## src/hw/rtl/passive_shield_temp_correction_defines.svh

```systemverilog
// Assertion helpers shared by the RTL. Each use names its label and the
// two sides of the implication; clk and rst_n are taken from the module.
`ifndef PASSIVE_SHIELD_TEMP_CORRECTION_DEFINES_SVH
`define PASSIVE_SHIELD_TEMP_CORRECTION_DEFINES_SVH

// Same-cycle implication.
`define PSTC_ASSERT_IMP(label, ante, cons) \
  label: assert property (@(posedge clk) disable iff (!rst_n) (ante) |-> (cons)) \
    else $error("pstc same-cycle check failed");

// Next-cycle implication.
`define PSTC_ASSERT_NXT(label, ante, cons) \
  label: assert property (@(posedge clk) disable iff (!rst_n) (ante) |=> (cons)) \
    else $error("pstc next-cycle check failed");

`endif

```

## src/hw/rtl/pstc_pkg.sv

```systemverilog
package pstc_pkg;

  // Input word, fields in channel order.
  typedef struct packed {
    logic [15:0] air_temp;
    logic        air_temp_valid;
    logic [14:0] incoming_sw;
    logic        incoming_sw_valid;
    logic [14:0] reflected_sw;
    logic        reflected_sw_valid;
    logic [13:0] wind_speed;
    logic        wind_speed_valid;
    logic [13:0] snow_height;
    logic        snow_height_valid;
  } in_word_t;

  // Result word.
  typedef struct packed {
    logic [15:0] corrected_temp;
    logic        temp_out_valid;
    logic        correction_applied;
  } out_word_t;

  // Configuration register indexes.
  localparam logic [1:0] CFG_SOFT_MODE = 2'd0;
  localparam logic [1:0] CFG_MODEL_SEL = 2'd1;
  localparam logic [1:0] CFG_USER_ALB  = 2'd2;

  // Divider and square-root geometry.
  localparam int ALB_NW  = 25;
  localparam int ALB_DW  = 15;
  localparam int ALB_QW  = 11;
  localparam int DIV_NW  = 54;
  localparam int DIV_DW  = 51;
  localparam int DIV_QW  = 28;
  localparam int SQ_RADW = 28;
  localparam int SIDE_W  = 8;

  // Thresholds and albedo values.
  localparam logic [14:0] FLUX_MIN       = 15'd50;
  localparam logic [13:0] SNOW_DEPTH_MIN = 14'd100;
  localparam logic [13:0] WIND_MIN       = 14'd10;
  localparam logic [10:0] SNOW_ALB       = 11'd573;
  localparam logic [10:0] SOIL_ALB       = 11'd236;
  localparam logic [10:0] ALB_MAX        = 11'd2047;
  localparam logic [10:0] USER_ALB_RST   = 11'd236;

  // Flux rebuild: r * frac / 100, the division done by a reciprocal.
  localparam logic [5:0]  SNOW_FRAC = 6'd56;
  localparam logic [5:0]  SOIL_FRAC = 6'd23;
  localparam logic [20:0] RCP100    = 21'd1342178;
  localparam int          RCP_SHIFT = 27;

  // Scale factors of the error models.
  localparam logic [13:0] K_DEN     = 14'd12048;
  localparam logic [6:0]  K_LIN_DEN = 7'd92;
  localparam logic [29:0] K_SQ_NUM  = 30'd961000000;
  localparam logic [26:0] K_CMP     = 27'd100000000;
  localparam logic [27:0] K_LIN_NUM = 28'd145859375;
  localparam logic [3:0]  K_LIN_OFS = 4'd13;

endpackage

```

## src/hw/rtl/pstc_sqrt.sv

```systemverilog
// Pipelined integer square root: one result bit per stage, two radicand
// bits brought down each time.
module pstc_sqrt #(
  parameter int RADW = pstc_pkg::SQ_RADW,
  parameter int SW   = pstc_pkg::SIDE_W
) (
  input  logic              clk,
  input  logic              rst_n,
  input  logic              adv,
  input  logic              in_vld,
  input  logic [RADW-1:0]   rad,
  input  logic [SW-1:0]     in_side,
  output logic              out_vld,
  output logic [RADW/2-1:0] root,
  output logic [SW-1:0]     out_side
);

  localparam int RTW = RADW / 2;
  localparam int RMW = RTW + 2;

  logic            vld_r  [1:RTW];
  logic [RMW-1:0]  rem_r  [1:RTW];
  logic [RTW-1:0]  root_r [1:RTW];
  logic [RADW-1:0] rad_r  [1:RTW];
  logic [SW-1:0]   side_r [1:RTW];

  for (genvar k = 1; k <= RTW; k++) begin : g_step
    localparam int I = RTW - k;
    logic            p_vld;
    logic [RMW-1:0]  p_rem;
    logic [RTW-1:0]  p_root;
    logic [RADW-1:0] p_rad;
    logic [SW-1:0]   p_side;
    logic [RMW-1:0]  rem_sh;
    logic [RMW-1:0]  trial;
    logic            ge;

    // The first stage starts from a zero remainder and root.
    if (k == 1) begin : g_first
      assign p_vld  = in_vld;
      assign p_rem  = '0;
      assign p_root = '0;
      assign p_rad  = rad;
      assign p_side = in_side;
    end else begin : g_rest
      assign p_vld  = vld_r[k-1];
      assign p_rem  = rem_r[k-1];
      assign p_root = root_r[k-1];
      assign p_rad  = rad_r[k-1];
      assign p_side = side_r[k-1];
    end

    assign rem_sh = {p_rem[RMW-3:0], p_rad[2*I+1 -: 2]};
    assign trial  = {p_root, 2'b01};
    assign ge     = rem_sh >= trial;

    always_ff @(posedge clk) begin
      if (!rst_n) begin
        vld_r[k] <= 1'b0;
      end else if (adv) begin
        vld_r[k] <= p_vld;
      end
    end

    always_ff @(posedge clk) begin
      if (adv) begin
        rem_r[k]  <= ge ? rem_sh - trial : rem_sh;
        root_r[k] <= {p_root[RTW-2:0], ge};
        rad_r[k]  <= p_rad;
        side_r[k] <= p_side;
      end
    end
  end

  assign out_vld  = vld_r[RTW];
  assign root     = root_r[RTW];
  assign out_side = side_r[RTW];

endmodule

```

## config.mk

```make
export PLATFORM = sky130hd
export DESIGN_NAME = pstc_sqrt
export DESIGN_NICKNAME = d
export VERILOG_FILES = /design/src/hw/rtl/passive_shield_temp_correction_defines.svh /design/src/hw/rtl/pstc_pkg.sv /design/src/hw/rtl/pstc_sqrt.sv
export SDC_FILE = /design/constraint.sdc
export NUM_CORES = 1
export LEC_CHECK = 0
export BUFFER_PORTS_ARGS = -buffer_cell sky130_fd_sc_hd__buf_2
export CAP_MARGIN = 20
export CORE_MARGIN = 4
export CORE_UTILIZATION = 40
export DETAILED_ROUTE_END_ITERATION = 6
export GPL_ROUTABILITY_DRIVEN = 0
export HOLD_SLACK_MARGIN = 0.02
export PLACE_DENSITY = 0.52
export SETUP_SLACK_MARGIN = 0.5
export SLEW_MARGIN = 20
export SYNTH_ARGS = -nofsm -noshare
export SYNTH_HDL_FRONTEND = slang
export SYNTH_SLANG_ARGS = --single-unit
```

## constraint.sdc

```tcl
create_clock -name clk -period 4.7 [get_ports clk]
set_input_delay 0.94 -clock clk [delete_from_list [all_inputs] [get_ports clk]]
set_output_delay 0.94 -clock clk [all_outputs]
set_load 0.01 [all_outputs]
```

* Word-level counts from Yosys, hierarchy flattened
Memory sizes are Yosys's and may differ from the RTL's. Index checks and enable logic that the tools add are counted.
Word-level totals: flip-flop bits (word level) 0, bits in latches 0, bits in writable memories 938, ROM bits 0, input port bits 40, memories kept 5
Cells by class: add/subtract/negate cells 14, multiply operators 0, div/mod/pow operators 0, order comparisons 14, eq/ne operators 0, shift-type cells 0, multiplexer cells 33, bitwise logic cells 14, reductions and logical operators 0
Memories:
- rad_r | depth 14, bits a word 28, read ports 13, clocked after memory_dff 0, wr ports 14, RTL line pstc_sqrt.sv:24 | logic [RADW-1:0] rad_r [1:RTW];
- rem_r | depth 14, bits a word 16, read ports 13, clocked after memory_dff 0, wr ports 14, RTL line pstc_sqrt.sv:22 | logic [RMW-1:0] rem_r [1:RTW];
- root_r | depth 14, bits a word 14, read ports 14, clocked after memory_dff 0, wr ports 14, RTL line pstc_sqrt.sv:23 | logic [RTW-1:0] root_r [1:RTW];
- side_r | depth 14, bits a word 8, read ports 14, clocked after memory_dff 0, wr ports 14, RTL line pstc_sqrt.sv:25 | logic [SW-1:0] side_r [1:RTW];
- vld_r | depth 14, bits a word 1, read ports 14, clocked after memory_dff 0, wr ports 14, RTL line pstc_sqrt.sv:21 | logic vld_r [1:RTW];
Operator list (number):
- 16-bit two-way mux | 14
- 16-bit greater-or-equal comparator | 13
- 16-bit subtractor | 13
- 1-bit two-way mux | 19
- 1-bit bitwise OR | 14
- 2-bit by 1-bit subtractor with 3-bit output, second input constant | 1
- 2-bit by 1-bit greater-or-equal comparator with 1-bit output, second input constant | 1

* Logic depth before layout (Yosys ltp)
depth after elaboration 4, mapped depth 11, gate-level depth less buffers 11

* Worst setup path before layout
No wires, ideal clock.
path kind register to register, from reg rem_r[0][192] (netlist name), to reg rem_r[0][219] (netlist name), setup time 0.262 ns, data arrival time 2.205 ns, path slack 2.233 ns, cell stages (with the launch flop) 10, buffers on the path 2, period minus slack after synthesis 2.467 ns, cells stage by stage edfxtp_1 > ha_1 > nor2b_1 > o31a_1 > o21ai_1 > o2111ai_1 > and3_1 > buf_2 > buf_6 > mux2_1

==> flow_summary.ini <==
[power]
worst_ir_drop_vdd_v = 0.000267
cell_internal_pwr_mw = 10.2
power_frac_seq_pct = 49.4
power-per-cell-area_mw_per_mm2 = 479
clkPwrFrac_pct = 37.5
power.share.combinational_pct = 13.0
p_sw_share_pct = 24.1
switchingPower_mw = 3.23
leakagePower_nw = 10.6

[layout]
fillCellCount = 5277
post_route_cells_drive_above_1_share_pct = 11.7
diodes = 0
synthToLayoutAreaGrowth_pct = 14.2
finish.net_count = 1939

[clocking]
clock-sinks = 581
cts.path.max_buffers = 3
postCtsResizedCells = 0
number_of_buffers_inserted_during_clock_tree_synthesis = 67
hold_buffers = 0
clock_tree_from_tritoncts = built
insertion_delay_of_the_later_clocked_pin_in_the_worst_skew_pair_ps = 590
clock-root-buffer = sky130_fd_sc_hd__clkbuf_16
cts_max_level = 3
clk_pin_slew_ps = 60
cts_setup_buffers = 0

[floorplanning]
start_util_pct = 40.5
die_h_um = 256
site_row_count = 90
pin_count = 63
coreArea_mm2 = 0.0606
dieArea_mm2 = 0.0654
die_width_um = 256

[worst_hold_path]
min_from = side_r[1][4]
timing.hold.worst.class = register to register
timing.hold.worst_path_depth = 0
worst_hold_path.endpoint = side_r[1][12]

[logic_synthesis]
asyncSetResetFlopFracSynth_pct = 0
seq_area_frac_synth_pct = 71.1
avgSynthCellArea_um2 = 14.8
cell_count_after_synthesis = 1657
ys_types = 76
postSynthNetCount = 1815
synth.ff_latch_count = 581
ys_warn_count = 0
synth_enable_flop_cells = 581
ys_dominant_reg_cell = sky130_fd_sc_hd__edfxtp_1
mappedNetlistArea_mm2 = 0.0245

[global_route]
grt_overflow_total = 0
antenna_violations_before_repair = 0
grt_start_max_net_pins = 126
global_route_wire_length_before_repair_mm = 64.6
groute.layer.met3.usage_pct = 3.05
global_route_met2_utilization_pct = 20.9
grt.busiest_layer = met2
first_global_vias = 13176
grt.met1_usage_pct = 13.9
gr-usage-all-layers_pct = 11.9

[sta]
max_slew_margin_pct = 37.1
setup_repair_after_global_routing_missed_its_margin = no
layout_worst_path_cycle_share_pct = 64.2
period_minus_slack_ps = 3020
fmaxAchievable_mhz = 332
worst_setup_skew_after_layout_ps = 21.0
finalSetupViolations = 0
holdWs_ps = 408
post_route_setup_tns_ps = 0
timing.final.hold_violations = 0
timing_max_transition_violations_final = 0
tightest_slew_ps = 941

[placement]
io_buffer_count = 62
place.detailed.hpwl_mm = 25.6

[detailed_routing]
detail_route.iter0.violations = 681
route.detailed.vias_per_inst = 4.94
drtPass1Iterations = 4
wirelength_mm = 38.7
ant_nets = 0
vias = 12931
average_wire_per_cell_in_the_routed_design_um = 14.8
route.detailed.drc = 0

[critical_path]
worst_r2r_endpoint = rem_r[0][198]
crit_path_start_kind = register
worst-endpoint-required_ps = 5030
arrival_time_worst_endpoint_ps = 3350
r2r_start = rem_r[0][180]
critical_path_class = register to register
worst_setup_path_end_kind = register
reg2reg_slack_ps = 1680
r2r_cells = 8
critPathMaxFanout = 15

[run_status]
status = complete, no violations

[flow_run]
timing.max_cap.violations = 0
==> synth_stat cells (10+ instances only) <==
library cell	n	share of area (%)
sky130_fd_sc_hd__nor2_1	101	1.5
sky130_fd_sc_hd__nand4_1	15	0.38
sky130_fd_sc_hd__ha_1	118	6.0
sky130_fd_sc_hd__nor2b_1	20	0.51
sky130_fd_sc_hd__o21ai_0	80	1.6
sky130_fd_sc_hd__o21a_1	25	0.76
sky130_fd_sc_hd__nand3_1	14	0.29
sky130_fd_sc_hd__inv_1	139	2.1
sky130_fd_sc_hd__edfxtp_1	581	71
sky130_fd_sc_hd__or3_1	13	0.33
sky130_fd_sc_hd__and3_1	19	0.48
sky130_fd_sc_hd__xor2_1	51	1.8
sky130_fd_sc_hd__nor3_1	34	0.69
sky130_fd_sc_hd__nor4_1	14	0.36
sky130_fd_sc_hd__a21oi_1	93	1.9
sky130_fd_sc_hd__nand2b_1	28	0.71
sky130_fd_sc_hd__xnor2_1	64	2.3
sky130_fd_sc_hd__nand2_1	71	1.1
sky130_fd_sc_hd__mux2_2	29	1.3
sky130_fd_sc_hd__buf_2	10	0.20
sky130_fd_sc_hd__a21o_1	17	0.52
==> logic make-up after synthesis <==
family	synth area share [%]
mux	1.42
compound gates	7.13
fa+ha+maj	6.01
buf+inv	2.54
xor+xnor	4.10
other cells	0.0153
flops	71.1
simple gates	7.72
==> how the worst max path moves through the flow <==
stage | start | end | depth (start not counted)
after floorplan | rem_r[0][192] | rem_r[0][219] | 9
after global placement | rem_r[0][64] | rem_r[0][87] | 8
after detailed placement | rem_r[0][64] | rem_r[0][87] | 8
after CTS | rem_r[0][64] | rem_r[0][87] | 8
after global routing | root_r[1][42] | rem_r[0][198] | 9
final | rem_r[0][180] | rem_r[0][198] | 8
==> cell usage in the layout, fill, tap and decap left out, drive strengths merged, types with 15 or more instances in the layout <==
| cell | netlist | layout |
|---|---|---|
| edfxtp | 581 | 581 |
| inv | 141 | 143 |
| ha | 118 | 118 |
| nor2 | 101 | 101 |
| a21oi | 93 | 93 |
| o21ai | 85 | 85 |
| clkbuf | 4 | 82 |
| nand2 | 72 | 72 |
| buf | 12 | 71 |
| xnor2 | 64 | 64 |
| xor2 | 51 | 51 |
| nor3 | 37 | 37 |
| mux2 | 30 | 30 |
| clkinv | 1 | 29 |
| nand2b | 28 | 28 |
| o21a | 25 | 25 |
| nor2b | 20 | 20 |
| and3 | 19 | 19 |
| a21o | 17 | 17 |
| nand4 | 15 | 15 |
| nor4 | 15 | 15 |
==> cell type report <==
type | count | area (um^2) | share of cell area [%]
Tap cell | 782 | 978 | 3.49
Clock inverter | 39 | 375 | 1.34
Sequential cell | 581 | 17400 | 62.2
Timing Repair Buffer | 71 | 438 | 1.56
Inverter | 142 | 536 | 1.91
Multi-Input combinational cell | 918 | 6490 | 23.1
Clock buffer | 82 | 1780 | 6.33
==> power groups by stage <==
stage               clock network [mW]  logic [mW]  registers [mW]
global placement                     0        1.71            6.74
floorplan                            0        1.32            6.66
CTS                               5.25        1.77            6.64
global route                      5.47        1.99            6.69
detailed placement                   0        1.76            6.75
finish                            5.04        1.75            6.64
==> metal layers <==
| metal | share of wire (%) | up-vias |
|---|---|---|
| li1 | - | 6443 |
| met3 | 3.9 | 105 |
| met1 | 41 | 6193 |
| met2 | 51 | 190 |
| met5 | 0 | - |
| met4 | 3.8 | 0 |
==> flip-flops by register name (all words and copies together), names as in the netlist <==
name / count
rad_r: 182
rem_r: 168
side_r: 112
root_r: 105
vld_r: 14
==> per-stage QoR <==
step	utilization [%]	cell area [um^2]	instances	worst slack [ps]	power, mW
2_1_floorplan	-	24500	1657	2230	7.99
3_3_place_gp	42.7	25900	2494	1640	8.45
3_5_place_dp	42.7	25900	2494	1610	8.51
4_1_cts	46.3	28000	2615	1590	13.7
5_1_grt	46.3	28000	2615	1440	14.2
6_report	46.3	28000	2615	1680	13.4
==> worst max-delay path, cell delays in order (launching register included) <==
cell	delay (ps)
sky130_fd_sc_hd__edfxtp_1	390
sky130_fd_sc_hd__ha_1	360
sky130_fd_sc_hd__nand2_1	90
sky130_fd_sc_hd__nor2_1	160
sky130_fd_sc_hd__a21boi_0	340
sky130_fd_sc_hd__nor2_1	150
sky130_fd_sc_hd__a21boi_1	580
sky130_fd_sc_hd__buf_4	340
sky130_fd_sc_hd__mux2_2	350
No activity file was read; power rests on OpenSTA's default activity.
